### src/rtl/core/bacp_pkg.sv
package bacp_pkg;

    localparam int CHANNELS         = 9;
    localparam int TENSION_CHANNELS = 6;
    localparam int MAX_FRAMES       = 32;

    localparam int SAMPLE_W  = 16;
    localparam int COEF_CH_W = 3;
    localparam int GAIN_W    = 32;
    localparam int OFFSET_W  = 32;
    localparam int CAL_W     = 32;
    localparam int FRAC_W    = 16;
    localparam int CH_W      = 4;
    localparam int BLK_W     = 16;
    localparam int FPB_W     = 6;

    localparam logic [FPB_W-1:0] FPB_RESET = FPB_W'(20);

    localparam int FC_W    = $clog2(MAX_FRAMES + 1);
    localparam int SUM_W   = SAMPLE_W + FC_W;
    localparam int AW      = $clog2(CHANNELS);
    localparam int CW      = (TENSION_CHANNELS > 1) ? $clog2(TENSION_CHANNELS) : 1;
    localparam int NW      = (FC_W > FPB_W) ? FC_W : FPB_W;
    localparam int PROD_W  = SAMPLE_W + GAIN_W;
    localparam int SWORD_W = CAL_W + SUM_W;
    localparam int CWORD_W = GAIN_W + OFFSET_W;

    typedef struct packed {
        logic signed [CAL_W-1:0] cal;
        logic signed [CAL_W-1:0] peak;
    } t_cal_res;

    typedef enum logic [6:0] {
        S_IDLE = 7'b0000001,
        S_ACC  = 7'b0000010,
        S_RD   = 7'b0000100,
        S_LOAD = 7'b0001000,
        S_DIV  = 7'b0010000,
        S_MUL  = 7'b0100000,
        S_OUT  = 7'b1000000
    } t_state;

    // frames per block clamped to 1..MAX_FRAMES
    function automatic logic [NW-1:0] eff_frames(input logic [FPB_W-1:0] v);
        logic [NW-1:0] e;
        e = NW'(v);
        if (e == '0) begin
            e = NW'(1);
        end else if (e > NW'(MAX_FRAMES)) begin
            e = NW'(MAX_FRAMES);
        end
        return e;
    endfunction

endpackage

### src/rtl/core/bacp_in_if.sv
interface bacp_in_if import bacp_pkg::*; ();
    logic                       valid;
    logic                       ready;
    logic                       mode;
    logic signed [SAMPLE_W-1:0] sample;
    logic [COEF_CH_W-1:0]       coef_channel;
    logic signed [GAIN_W-1:0]   coef_gain;
    logic signed [OFFSET_W-1:0] coef_offset;

    modport source (output valid, mode, sample, coef_channel, coef_gain, coef_offset,
                    input ready);
    modport sink   (input valid, mode, sample, coef_channel, coef_gain, coef_offset,
                    output ready);
endinterface

### src/rtl/core/bacp_out_if.sv
interface bacp_out_if import bacp_pkg::*; ();
    logic                       valid;
    logic                       ready;
    logic [CH_W-1:0]            channel;
    logic signed [SAMPLE_W-1:0] average;
    logic signed [CAL_W-1:0]    calibrated;
    logic signed [CAL_W-1:0]    peak;
    logic [BLK_W-1:0]           block_index;
    logic                       last;

    modport source (output valid, channel, average, calibrated, peak, block_index, last,
                    input ready);
    modport sink   (input valid, channel, average, calibrated, peak, block_index, last,
                    output ready);
endinterface

### src/rtl/core/bacp_cfg_if.sv
interface bacp_cfg_if import bacp_pkg::*; ();
    logic             valid;
    logic             ready;
    logic [FPB_W-1:0] data;

    modport source (output valid, data, input ready);
    modport sink   (input valid, data, output ready);
endinterface

### src/rtl/core/bacp_ram.sv
module bacp_ram #(
    parameter int WIDTH = 8,
    parameter int DEPTH = 4
) (
    input  logic                     i_clk,
    input  logic                     i_we,
    input  logic [$clog2(DEPTH)-1:0] i_waddr,
    input  logic [WIDTH-1:0]         i_wdata,
    input  logic [$clog2(DEPTH)-1:0] i_raddr,
    output logic [WIDTH-1:0]         o_rdata
);
    logic [WIDTH-1:0] r_mem [DEPTH];
    logic [WIDTH-1:0] r_rdata;

    always_ff @(posedge i_clk) begin
        if (i_we) begin
            r_mem[i_waddr] <= i_wdata;
        end
        r_rdata <= r_mem[i_raddr];
    end

    assign o_rdata = r_rdata;
endmodule

### src/rtl/core/bacp_div.sv
module bacp_div import bacp_pkg::*; (
    input  logic                       i_clk,
    input  logic                       i_rst_n,
    input  logic                       i_start,
    input  logic signed [SUM_W-1:0]    i_dividend,
    input  logic [FC_W-1:0]            i_divisor,
    output logic                       o_done,
    output logic signed [SAMPLE_W-1:0] o_quot
);
    localparam int CNT_W = $clog2(SUM_W + 1);

    logic             r_busy;
    logic             r_done;
    logic [CNT_W-1:0] r_cnt;
    logic [FC_W-1:0]  r_rem;
    logic [SUM_W-1:0] r_q;
    logic [FC_W-1:0]  r_div;
    logic             r_neg;

    logic [FC_W:0]    rem_sh;
    logic [FC_W:0]    diff;
    logic             ge;
    logic [SUM_W-1:0] mag;

    assign rem_sh = {r_rem, r_q[SUM_W-1]};
    assign ge     = rem_sh >= {1'b0, r_div};
    assign diff   = rem_sh - {1'b0, r_div};
    assign mag    = i_dividend[SUM_W-1] ? SUM_W'(-i_dividend) : SUM_W'(i_dividend);

    always_ff @(posedge i_clk) begin
        if (!i_rst_n) begin
            r_busy <= 1'b0;
            r_done <= 1'b0;
            r_cnt  <= '0;
        end else begin
            r_done <= r_busy && (r_cnt == CNT_W'(1));
            if (i_start) begin
                r_busy <= 1'b1;
                r_cnt  <= CNT_W'(SUM_W);
            end else if (r_busy) begin
                r_cnt <= r_cnt - CNT_W'(1);
                if (r_cnt == CNT_W'(1)) begin
                    r_busy <= 1'b0;
                end
            end
        end
    end

    always_ff @(posedge i_clk) begin
        if (i_start) begin
            r_rem <= '0;
            r_q   <= mag;
            r_div <= i_divisor;
            r_neg <= i_dividend[SUM_W-1];
        end else if (r_busy) begin
            r_rem <= ge ? diff[FC_W-1:0] : rem_sh[FC_W-1:0];
            r_q   <= {r_q[SUM_W-2:0], ge};
        end
    end

    assign o_done = r_done;
    assign o_quot = r_neg ? -$signed(r_q[SAMPLE_W-1:0]) : $signed(r_q[SAMPLE_W-1:0]);

    property p_done_after_busy;
        @(posedge i_clk) disable iff (!i_rst_n) r_done |-> $past(r_busy);
    endproperty
    a_done_after_busy: assert property (p_done_after_busy)
        else $error("divider done without a running division");

    property p_no_restart;
        @(posedge i_clk) disable iff (!i_rst_n) r_busy |-> !i_start;
    endproperty
    a_no_restart: assert property (p_no_restart)
        else $error("divider restarted while busy");

    property p_rem_below_div;
        @(posedge i_clk) disable iff (!i_rst_n) r_busy |-> (r_rem < r_div);
    endproperty
    a_rem_below_div: assert property (p_rem_below_div)
        else $error("partial remainder not below divisor");
endmodule

### src/rtl/core/bacp_cal.sv
module bacp_cal import bacp_pkg::*; (
    input  logic                       i_clk,
    input  logic                       i_load,
    input  logic signed [SAMPLE_W-1:0] i_avg,
    input  logic signed [GAIN_W-1:0]   i_gain,
    input  logic signed [OFFSET_W-1:0] i_offset,
    input  logic signed [CAL_W-1:0]    i_peak,
    output t_cal_res                   o_res
);
    localparam logic signed [CAL_W-1:0] CAL_MAX = {1'b0, {(CAL_W-1){1'b1}}};
    localparam logic signed [CAL_W-1:0] CAL_MIN = {1'b1, {(CAL_W-1){1'b0}}};

    logic signed [PROD_W-1:0]         r_prod;
    logic signed [PROD_W-FRAC_W-1:0]  scaled;
    logic signed [CAL_W:0]            total;
    logic signed [CAL_W-1:0]          cal;

    always_ff @(posedge i_clk) begin
        if (i_load) begin
            r_prod <= i_avg * i_gain;
        end
    end

    // floor shift, then offset with saturation
    assign scaled = r_prod[PROD_W-1:FRAC_W];
    assign total  = (CAL_W+1)'(scaled) + (CAL_W+1)'(i_offset);

    always_comb begin
        if (total[CAL_W] != total[CAL_W-1]) begin
            cal = total[CAL_W] ? CAL_MIN : CAL_MAX;
        end else begin
            cal = total[CAL_W-1:0];
        end
        o_res.cal  = cal;
        o_res.peak = (cal > i_peak) ? cal : i_peak;
    end
endmodule

### src/rtl/core/block_average_calibrate_peak.sv
// Channel  Dir  Handshake      Payload
// i_in     in   valid/ready    mode, sample, coef_channel, coef_gain, coef_offset
// o_res    out  valid/ready    channel, average, calibrated, peak, block_index, last
// i_cfg    in   valid/ready    data = frames_per_block (always ready)
//
// Sample transaction: accept, then read-modify-write of the sum/peak RAM.
// Coefficient transaction: written to the coefficient RAM on accept. Block end: per
// channel RAM read, serial divider one quotient bit per cycle, multiply, output,
// plus any output stall; o_res holds one result in a register.
// Reset: sums and peaks read as zero through per-entry valid bits, no clearing pass;
// frames_per_block resets to 20.
module block_average_calibrate_peak import bacp_pkg::*; (
    input  logic       i_clk,
    input  logic       i_rst_n,
    bacp_in_if.sink    i_in,
    bacp_out_if.source o_res,
    bacp_cfg_if.sink   i_cfg
);
    t_state                     r_state;
    logic [AW-1:0]              r_slot;
    logic [AW-1:0]              r_ch;
    logic [FC_W-1:0]            r_fc;
    logic [FPB_W-1:0]           r_frames;
    logic [BLK_W-1:0]           r_block;
    logic [CHANNELS-1:0]        r_valid;
    logic                       r_rd_ok;
    logic signed [SAMPLE_W-1:0] r_sample;
    logic signed [CAL_W-1:0]    r_peak;
    logic signed [GAIN_W-1:0]   r_gain;
    logic signed [OFFSET_W-1:0] r_off;

    logic                       r_out_valid;
    logic [CH_W-1:0]            r_out_channel;
    logic signed [SAMPLE_W-1:0] r_out_average;
    logic signed [CAL_W-1:0]    r_out_calibrated;
    logic signed [CAL_W-1:0]    r_out_peak;
    logic [BLK_W-1:0]           r_out_block;
    logic                       r_out_last;

    logic                       in_acc;
    logic                       coef_we;
    logic [CWORD_W-1:0]         coef_rdata;
    logic                       ram_we;
    logic [AW-1:0]              ram_waddr;
    logic [SWORD_W-1:0]         ram_wdata;
    logic [AW-1:0]              ram_raddr;
    logic [SWORD_W-1:0]         ram_rdata;
    logic signed [SUM_W-1:0]    sum_rd;
    logic signed [CAL_W-1:0]    peak_rd;
    logic signed [SUM_W-1:0]    sum_new;
    logic                       slot_last;
    logic [FC_W-1:0]            fc_next;
    logic                       block_done;
    logic                       ch_last;
    logic                       is_tension;
    logic                       out_load;
    logic                       div_done;
    logic signed [SAMPLE_W-1:0] div_q;
    t_cal_res                   cal_res;

    assign i_in.ready  = (r_state == S_IDLE);
    assign i_cfg.ready = 1'b1;
    assign in_acc      = i_in.valid && i_in.ready;
    assign coef_we     = in_acc && i_in.mode && (int'(i_in.coef_channel) < TENSION_CHANNELS);

    assign sum_rd  = r_rd_ok ? $signed(ram_rdata[SUM_W-1:0]) : '0;
    assign peak_rd = r_rd_ok ? $signed(ram_rdata[SWORD_W-1:SUM_W]) : '0;
    assign sum_new = sum_rd + SUM_W'(r_sample);

    assign slot_last  = (r_slot == AW'(CHANNELS - 1));
    assign fc_next    = r_fc + FC_W'(1);
    assign block_done = slot_last && (NW'(fc_next) >= eff_frames(r_frames));
    assign ch_last    = (r_ch == AW'(CHANNELS - 1));
    assign is_tension = int'(r_ch) < TENSION_CHANNELS;
    assign out_load   = (r_state == S_OUT) && (!r_out_valid || o_res.ready);

    assign ram_raddr = (r_state == S_RD) ? r_ch : r_slot;
    assign ram_we    = (r_state == S_ACC) || out_load;
    assign ram_waddr = (r_state == S_ACC) ? r_slot : r_ch;
    assign ram_wdata = (r_state == S_ACC) ? {peak_rd, sum_new}
                     : {(is_tension ? cal_res.peak : r_peak), {SUM_W{1'b0}}};

    bacp_ram #(.WIDTH(SWORD_W), .DEPTH(CHANNELS)) u_sum_ram (
        .i_clk   (i_clk),
        .i_we    (ram_we),
        .i_waddr (ram_waddr),
        .i_wdata (ram_wdata),
        .i_raddr (ram_raddr),
        .o_rdata (ram_rdata)
    );

    bacp_ram #(.WIDTH(CWORD_W), .DEPTH(TENSION_CHANNELS)) u_coef_ram (
        .i_clk   (i_clk),
        .i_we    (coef_we),
        .i_waddr (CW'(i_in.coef_channel)),
        .i_wdata ({i_in.coef_gain, i_in.coef_offset}),
        .i_raddr (CW'(r_ch)),
        .o_rdata (coef_rdata)
    );

    bacp_div u_div (
        .i_clk      (i_clk),
        .i_rst_n    (i_rst_n),
        .i_start    (r_state == S_LOAD),
        .i_dividend (sum_rd),
        .i_divisor  (r_fc),
        .o_done     (div_done),
        .o_quot     (div_q)
    );

    bacp_cal u_cal (
        .i_clk    (i_clk),
        .i_load   (r_state == S_MUL),
        .i_avg    (div_q),
        .i_gain   (r_gain),
        .i_offset (r_off),
        .i_peak   (r_peak),
        .o_res    (cal_res)
    );

    always_ff @(posedge i_clk) begin
        if (!i_rst_n) begin
            r_state     <= S_IDLE;
            r_slot      <= '0;
            r_ch        <= '0;
            r_fc        <= '0;
            r_frames    <= FPB_RESET;
            r_block     <= '0;
            r_valid     <= '0;
            r_rd_ok     <= 1'b0;
            r_out_valid <= 1'b0;
        end else begin
            r_rd_ok <= r_valid[ram_raddr];
            if (i_cfg.valid) begin
                r_frames <= i_cfg.data;
            end
            if (ram_we) begin
                r_valid[ram_waddr] <= 1'b1;
            end
            if (out_load) begin
                r_out_valid <= 1'b1;
            end else if (o_res.ready) begin
                r_out_valid <= 1'b0;
            end

            unique case (r_state)
                S_IDLE: begin
                    if (in_acc && !i_in.mode) begin
                        r_state <= S_ACC;
                    end
                end
                S_ACC: begin
                    r_slot <= slot_last ? '0 : r_slot + AW'(1);
                    if (slot_last) begin
                        r_fc <= fc_next;
                    end
                    r_state <= block_done ? S_RD : S_IDLE;
                end
                S_RD: begin
                    r_state <= S_LOAD;
                end
                S_LOAD: begin
                    r_state <= S_DIV;
                end
                S_DIV: begin
                    if (div_done) begin
                        r_state <= S_MUL;
                    end
                end
                S_MUL: begin
                    r_state <= S_OUT;
                end
                S_OUT: begin
                    if (out_load) begin
                        if (ch_last) begin
                            r_ch    <= '0;
                            r_fc    <= '0;
                            r_block <= r_block + BLK_W'(1);
                            r_state <= S_IDLE;
                        end else begin
                            r_ch    <= r_ch + AW'(1);
                            r_state <= S_RD;
                        end
                    end
                end
                default: begin
                    r_state <= S_IDLE;
                end
            endcase
        end
    end

    always_ff @(posedge i_clk) begin
        if (in_acc) begin
            r_sample <= i_in.sample;
        end
        if (r_state == S_LOAD) begin
            r_peak <= peak_rd;
            r_gain <= $signed(coef_rdata[CWORD_W-1:OFFSET_W]);
            r_off  <= $signed(coef_rdata[OFFSET_W-1:0]);
        end
        if (out_load) begin
            r_out_channel    <= CH_W'(r_ch);
            r_out_average    <= div_q;
            r_out_calibrated <= is_tension ? cal_res.cal : CAL_W'(div_q);
            r_out_peak       <= is_tension ? cal_res.peak : '0;
            r_out_block      <= r_block;
            r_out_last       <= ch_last;
        end
    end

    assign o_res.valid       = r_out_valid;
    assign o_res.channel     = r_out_channel;
    assign o_res.average     = r_out_average;
    assign o_res.calibrated  = r_out_calibrated;
    assign o_res.peak        = r_out_peak;
    assign o_res.block_index = r_out_block;
    assign o_res.last        = r_out_last;

    property p_accept_idle;
        @(posedge i_clk) disable iff (!i_rst_n)
            (i_in.valid && i_in.ready) |-> (r_state == S_IDLE);
    endproperty
    a_accept_idle: assert property (p_accept_idle)
        else $error("transaction accepted outside idle");

    property p_slot_range;
        @(posedge i_clk) disable iff (!i_rst_n)
            (int'(r_slot) < CHANNELS) && (int'(r_ch) < CHANNELS);
    endproperty
    a_slot_range: assert property (p_slot_range)
        else $error("channel index out of range");

    property p_block_end;
        @(posedge i_clk) disable iff (!i_rst_n)
            (out_load && ch_last) |=> (r_state == S_IDLE) && (r_fc == '0) && o_res.last;
    endproperty
    a_block_end: assert property (p_block_end)
        else $error("block did not close after last channel");

    property p_div_in_state;
        @(posedge i_clk) disable iff (!i_rst_n) div_done |-> (r_state == S_DIV);
    endproperty
    a_div_in_state: assert property (p_div_in_state)
        else $error("divider finished outside divide state");
endmodule
### src/flat_wrapper.sv
// flat-port wrapper written by rule: the top's interface ports become plain ports
module block_average_calibrate_peak_flat import bacp_pkg::*;
  (i_clk, i_rst_n, i_in_valid, i_in_mode, i_in_sample, i_in_coef_channel, i_in_coef_gain, i_in_coef_offset, i_in_ready, o_res_valid, o_res_channel, o_res_average, o_res_calibrated, o_res_peak, o_res_block_index, o_res_last, o_res_ready, i_cfg_valid, i_cfg_data, i_cfg_ready);
  bacp_in_if i_in_i ();
  bacp_out_if o_res_i ();
  bacp_cfg_if i_cfg_i ();
  input  logic i_clk;
  input  logic i_rst_n;
  input wire logic [$bits(i_in_i.valid)-1:0] i_in_valid;
  input wire logic [$bits(i_in_i.mode)-1:0] i_in_mode;
  input wire logic [$bits(i_in_i.sample)-1:0] i_in_sample;
  input wire logic [$bits(i_in_i.coef_channel)-1:0] i_in_coef_channel;
  input wire logic [$bits(i_in_i.coef_gain)-1:0] i_in_coef_gain;
  input wire logic [$bits(i_in_i.coef_offset)-1:0] i_in_coef_offset;
  output wire logic [$bits(i_in_i.ready)-1:0] i_in_ready;
  output wire logic [$bits(o_res_i.valid)-1:0] o_res_valid;
  output wire logic [$bits(o_res_i.channel)-1:0] o_res_channel;
  output wire logic [$bits(o_res_i.average)-1:0] o_res_average;
  output wire logic [$bits(o_res_i.calibrated)-1:0] o_res_calibrated;
  output wire logic [$bits(o_res_i.peak)-1:0] o_res_peak;
  output wire logic [$bits(o_res_i.block_index)-1:0] o_res_block_index;
  output wire logic [$bits(o_res_i.last)-1:0] o_res_last;
  input wire logic [$bits(o_res_i.ready)-1:0] o_res_ready;
  input wire logic [$bits(i_cfg_i.valid)-1:0] i_cfg_valid;
  input wire logic [$bits(i_cfg_i.data)-1:0] i_cfg_data;
  output wire logic [$bits(i_cfg_i.ready)-1:0] i_cfg_ready;
  assign i_in_i.valid = i_in_valid;
  assign i_in_i.mode = i_in_mode;
  assign i_in_i.sample = i_in_sample;
  assign i_in_i.coef_channel = i_in_coef_channel;
  assign i_in_i.coef_gain = i_in_coef_gain;
  assign i_in_i.coef_offset = i_in_coef_offset;
  assign i_in_ready = i_in_i.ready;
  assign o_res_valid = o_res_i.valid;
  assign o_res_channel = o_res_i.channel;
  assign o_res_average = o_res_i.average;
  assign o_res_calibrated = o_res_i.calibrated;
  assign o_res_peak = o_res_i.peak;
  assign o_res_block_index = o_res_i.block_index;
  assign o_res_last = o_res_i.last;
  assign o_res_i.ready = o_res_ready;
  assign i_cfg_i.valid = i_cfg_valid;
  assign i_cfg_i.data = i_cfg_data;
  assign i_cfg_ready = i_cfg_i.ready;
  block_average_calibrate_peak u_core (.i_clk(i_clk), .i_rst_n(i_rst_n), .i_in(i_in_i), .o_res(o_res_i), .i_cfg(i_cfg_i));
endmodule
### config.mk
export PLATFORM = sky130hd
export DESIGN_NAME = block_average_calibrate_peak_flat
export DESIGN_NICKNAME = d
export VERILOG_FILES = /design/src/rtl/core/bacp_pkg.sv /design/src/rtl/core/bacp_in_if.sv /design/src/rtl/core/bacp_out_if.sv /design/src/rtl/core/bacp_cfg_if.sv /design/src/rtl/core/bacp_ram.sv /design/src/rtl/core/bacp_div.sv /design/src/rtl/core/bacp_cal.sv /design/src/rtl/core/block_average_calibrate_peak.sv /design/src/flat_wrapper.sv
export SDC_FILE = /design/constraint.sdc
export NUM_CORES = 2
export LEC_CHECK = 0
export BUFFER_PORTS_ARGS = -buffer_cell sky130_fd_sc_hd__buf_4
export CAP_MARGIN = 40
export CORE_MARGIN = 2
export CORE_UTILIZATION = 40
export CTS_CLUSTER_DIAMETER = 200
export CTS_CLUSTER_SIZE = 10
export DETAILED_ROUTE_END_ITERATION = 8
export GPL_ROUTABILITY_DRIVEN = 0
export PLACE_DENSITY = 0.52
export SLEW_MARGIN = 20
export SYNTH_ARGS = -nofsm -noshare
export SYNTH_HDL_FRONTEND = slang
export SYNTH_SLANG_ARGS = --single-unit
### constraint.sdc
create_clock -name i_clk -period 14.1 [get_ports i_clk]
set_clock_uncertainty 0.05 [all_clocks]
set_input_delay 2.82 -clock i_clk [delete_from_list [all_inputs] [get_ports i_clk]]
set_output_delay 2.82 -clock i_clk [all_outputs]
set_load 0.05 [all_outputs]
* Word level (Yosys, flattened, before mapping)
Memory sizes are Yosys's and may differ from the RTL's. A register that Yosys moved wholly into a read port is not among the register bits. Cells that the tools add are included.
Storage, ports and cells: logic and storage cells 133, memory bits (writable) 870, memories 2, bits of input ports 95, output and inout port bits 104, bits in registers 357
Operators by class: add/sub/neg operators 10, $lt $le $gt $ge 9, reductions and logical operators 21, multiply operators 1, bitwise operators 2, multiplexer cells 44, equality and inequality tests 16
Memory list:
- u_core.u_sum_ram.r_mem | words 9, bits a word 54, rd ports 1, clocked after Yosys merged registers in 1, write ports 1, RTL line bacp_ram.sv:12 | logic [WIDTH-1:0] r_mem [DEPTH];
- u_core.u_coef_ram.r_mem | words 6, bits a word 64, rd ports 1, clocked after Yosys merged registers in 1, write ports 1, RTL line bacp_ram.sv:12
Operator list (count):
- $mux 32 | 6
- $mux 22 | 4
- $mux 54 | 1
- $pmux 7 s7 | 1
- $mul 16x32->48 | 1
- $mux 6 | 6
- $add 32x32->33 | 1
- $gt 32x32->1 | 1
- $add 22x16->22 | 1
- $neg 22->22 | 1
- $mux 7 | 3
- $add 16x1->16 const B | 1
- $mux 16 | 1
- $mux 4 | 4
- $neg 16->16 | 1
- $pmux 6 s2 | 1
- $mux 1 | 11
- $lt 4x5->1 const B | 2
- $mux 5 | 2
- $or 9x9->9 | 1
- $add 4x1->4 const B | 2
- $eq 4x4->1 const B | 2
- $logic_and 1x1->1 | 8
- $eq 7x1->1 const B | 1
- other kinds (31) | 40

* Logic depth before layout (Yosys ltp)
word-level depth 7, depth in mapped cells 33, mapped depth without buffers 32

* Cells and area by module
From an unflattened synthesis, not the netlist that was laid out.
Second synthesis, totals: cell total of the unflattened synthesis 5674, area total of the unflattened synthesis 72296.8 µm²
By module, submodules not included:
- bacp_cal | cells each 2463, sequential area each 960.9 µm², area an instance 21346.7 µm², instances 1
- bacp_ram (u_core.u_sum_ram) | cells each 1049, sequential area each 15675.0 µm², area an instance 20007.9 µm², instances 1
- bacp_ram (u_core.u_coef_ram) | cells each 822, sequential area each 12812.3 µm², area an instance 16131.7 µm², instances 1
- block_average_calibrate_peak | cells each 1054, sequential area each 7477.2 µm², area an instance 12069.1 µm², instances 1
- bacp_div | cells each 286, sequential area each 1131.1 µm², area an instance 2741.4 µm², instances 1

* Worst setup path after synthesis
No wires, ideal clock.
path type input-to-reg, start point input i_in_coef_channel[2], end point memory u_core.u_coef_ram.r_mem[0][0] in the netlist's numbering (enable), setup time 0.651 ns, stages 1, setup slack 4.300 ns, data required time 13.399 ns, arrival 9.099 ns, buffers on the path 0, cell sequence nor4_1
On the way: longest elaborated chain between the ends 4
RTL lines:
- from (decl) | RTL line flat_wrapper.sv:12 | input wire logic [$bits(i_in_i.coef_channel)-1:0] i_in_coef_channel;
- $lt 3x3->1 | RTL line block_average_calibrate_peak.sv:64 | assign coef_we = in_acc && i_in.mode && (int'(i_in.coef_channel) < TENSION_CHANNELS);
- $logic_and 1x1->1 | RTL line block_average_calibrate_peak.sv:64
- $mux 1 | RTL line bacp_ram.sv:16 | if (i_we) begin
- $mux 1 (implied by the code) | RTL line bacp_ram.sv:17 | r_mem[i_waddr] <= i_wdata;
- to (decl) | RTL line bacp_ram.sv:12
Parallel ways exist; a longest one is shown, timed or not.

* Final worst setup path
start point register u_core.u_div.r_q[0], end point register u_core.u_cal.r_prod[42], data pin
On the way: longest elaborated chain between the ends 3
RTL lines:
- from (decl) | RTL line bacp_div.sv:16 | logic [SUM_W-1:0] r_q;
- from (signal assigned) | RTL line bacp_div.sv:52 | r_q <= mag;
- from (signal assigned) | RTL line bacp_div.sv:57 | r_q <= {r_q[SUM_W-2:0], ge};
- $neg 16->16 | RTL line bacp_div.sv:62 | assign o_quot = r_neg ? -$signed(r_q[SAMPLE_W-1:0]) : $signed(r_q[SAMPLE_W-1:0]);
- $mux 16 (*) | RTL line bacp_div.sv:62
- $mul 16x32->48 (*) | RTL line bacp_cal.sv:20 | r_prod <= i_avg * i_gain;
- to (signal assigned) | RTL line bacp_cal.sv:20
- to (decl) | RTL line bacp_cal.sv:13 | logic signed [PROD_W-1:0] r_prod;
Every way passes the cells marked *; elsewhere a longest branch is shown, timed or not. A chain may end at the register's enable or synchronous reset.

==> results.cfg <==
[sta]
clock.fmax_ghz = 0.110
setup_viol_count_final = 0
worst_slew_pin_slew_ps = 914
drv_slew = 0
period_share_pct = 64.6
holdWs_ps = 350
max_slew_margin_pct = 38.6
period_needed_ps = 9110
finalHoldViolCount = 0
rsz0062_at_grt = no
finalSetupTns_ps = 0

[floorplanning]
core_area_um2 = 176000
start_util_pct = 40.1
die_h_um = 424
die_area_um2 = 180000
dieWidth_um = 424
rows = 154
ios = 199

[finish]
layout_common_cells = edfxtp_1, inv_1, fa_1, nand2_1, nor2_1
layout-drive-gt1-share_pct = 13.4
area_growth_pct = 13.5
finalNonFillerCells = 7993
layout_commonest_cell = edfxtp_1
nets = 6336
fin_util_pct = 45.5

[setup_path]
cp.required_ps = 14580
rrSetupSlack_ps = 4990
critical_path_arrival_ps = 9590
cp_common_cell = fa_1
path_max_fanout = 34
r2r-end = u_core.u_cal.r_prod[42]
setup.worst_path.class = flip-flop to flip-flop
cpMaxStageDelayCell = fa_1
crit_path_start_kind = flip-flop
r2r_cells = 31
slowest_delay_ps = 550
end_kind = flip-flop
reg2reg_from = u_core.u_div.r_q[0]

[global_route]
grt_pass1_wl_um = 278000
grt_pass1_vias = 43400
grt_overflow = 0
grt_antenna_before_repair = 11
grtUsageTotal_pct = 20.7
grt_max_degree = 112

[run]
cap_viol_max_count = 0

[synth]
async_flop_share_pct = 0
synth-edff-count = 1144
netlist_area_um2 = 70500
ys.flop_type = edfxtp_1
syn_nets = 6103
ys_seq_elements = 1329
postSynthAreaPerCell_um2 = 13.3
yosysSeqAreaShare_pct = 54.0
syn_inst = 5302
synth_warnings = 0
ys_types = 86

[clock_network]
cts_resized = 0
max-clock-path-buffers = 3
root_buffer = clkbuf_16
cts_tree = yes
cts_buffers = 151
path_clk_slew_ps = 80
postCtsHoldBufs = 0
clk_latency_ps = 800
post_cts_buffers = 0
htree_num_levels = 4
clock_sinks = 1329

[drt]
routed_via_density = 5.16
drc_errors = 0
ant_nets = 0
avgRoutedWirePerCell_um = 23.0
drt_pre_antenna_iters = 5
wl_um = 184000
drt-initial-drc-count = 2819
via_count = 41300

[power]
totalPowerFinal_mw = 8.54
irDropWorstVdd_mv = 0.118
power_density_nw_per_um2 = 107
power_leakage_nw = 31.1

[worst_hold_path]
hold_end = u_core.r_off[2]
whs_path_depth = 0
hold_class = flip-flop to flip-flop
min_from = u_core.u_coef_ram.o_rdata[2]

[placement]
hpwl_um = 121000
port-buffer-count = 197
place_inst = 7711

[run_status]
outcome = complete, no violations
-- power breakdown --
group / internal (mW) / total, mW / leakage, nW / switching (mW)
clock: 2.06 / 3.61 / 2.12 / 1.56
combinational: 0.191 / 0.501 / 17.2 / 0.311
sequential: 4.38 / 4.42 / 11.8 / 0.0487
-- final cells by class --
type	instances	area (um2)
well taps	2340	2930
flip-flops and latches	1329	38100
fillers	15900	95700
inverters	695	2620
clock buffers	255	4250
diodes	3	7.51
clock inverters	13	215
multi-input cells	3052	29200
repair buffers	306	2720
-- worst max-delay path by stage --
stage	startpoint	to	slack, ps	cells past startpoint
after floorplan	i_in_coef_channel[2]	u_core.u_coef_ram.r_mem[0][0]	4300	1
after global placement	u_core.u_div.r_q[0]	u_core.u_cal.r_prod[42]	5210	31
after detailed placement	u_core.u_div.r_q[0]	u_core.u_cal.r_prod[42]	5060	29
after CTS	u_core.u_div.r_q[0]	u_core.u_cal.r_prod[42]	5020	31
after global routing	u_core.u_div.r_q[0]	u_core.u_cal.r_prod[42]	4590	31
final	u_core.u_div.r_q[0]	u_core.u_cal.r_prod[42]	4990	31
-- synth_stat cells, types with 6 or more instances --
cell type  number  share of area (%)
mux4_2        174                5.6
dfxtp_1       185                5.3
or4_1           7              0.075
o21bai_1       13               0.14
a21o_1         45               0.48
a211oi_1        9              0.096
nor2b_1        28               0.25
nand4_1        26               0.23
a21oi_1       273                1.9
buf_1          10              0.053
or3_1          14               0.12
a21boi_0       14               0.15
and2_1        237                2.1
inv_1         694                3.7
mux2i_1       133                1.9
a21oi_2        21               0.26
nor2_1        294                1.6
o21ai_0       103               0.73
o211ai_1       40               0.43
o31ai_1        12               0.13
nand2b_1       17               0.15
xnor2_1        94                1.2
buf_6           6              0.096
buf_4          14               0.15
nor3_1         33               0.23
ha_1          218                3.9
nand2_1       480                2.6
o21ai_1        10              0.071
xor2_1         42               0.52
a211o_1         7              0.087
and3_1         12               0.11
nand3_1        57               0.40
clkbuf_1      175               0.93
a31oi_1        16               0.14
edfxtp_1     1144                 49
nor3b_1         6              0.064
or2_2           8              0.071
nor4_1         15               0.13
fa_1          488                 14
buf_2          21               0.15
o21a_1         24               0.26
-- worst max-delay path: cells and delay by family, from the launching register on --
| family | cells | cell delay (ps) |
|---|---|---|
| xor+xnor | 2 | 220 |
| buf+inv | 6 | 1100 |
| compound gates | 8 | 1550 |
| simple gates | 7 | 2100 |
| fa+ha+maj | 8 | 3260 |
| flops | 1 | 520 |
-- kinds of logic (layout without fill, tap and decap cells) --
kind of cell | count (synthesis) | in the layout | synth area share [%]
other | 1 | 4 | 0.00532
XOR/XNOR | 137 | 137 | 1.73
flip-flops | 1329 | 1329 | 54.0
buffers and inverters | 921 | 1269 | 5.08
AO/OA/AOI/OAI | 630 | 630 | 5.46
AND/OR/NAND/NOR | 1266 | 1266 | 8.51
adder cells (fa/ha/maj) | 706 | 706 | 17.7
multiplexers | 312 | 312 | 7.53
-- metrics by stage --
| step | worst slack, ps | area, um2 |
|---|---|---|
| 2_1_floorplan | 4300 | 70500 |
| 3_3_place_gp | 5210 | 74900 |
| 3_5_place_dp | 5060 | 75300 |
| 4_1_cts | 5020 | 79800 |
| 5_1_grt | 4590 | 80000 |
| 6_report | 4990 | 80000 |
-- per-layer routing --
metal	vias to the layer above	global-route usage, %	share of wire, %
li1	18800	-	-
met1	21300	28.5	44
met2	984	34.1	49
met3	229	3.35	4.9
met4	10	5.74	2.4
met5	-	0	0.042
-- registers in the layout (all words and copies together), names as in the netlist, 22 cells and up --
register,flops
u_core.u_cal.r_prod,32
u_core.r_off,32
u_core.r_peak,32
u_core.u_coef_ram.o_rdata,64
u_core.u_sum_ram.r_mem,486
u_core.u_sum_ram.o_rdata,54
u_core.r_gain,32
u_core.o_res.calibrated,32
u_core.o_res.peak,32
u_core.u_coef_ram.r_mem,384
u_core.u_div.r_q,22
Power figures use the tool's default switching activity.
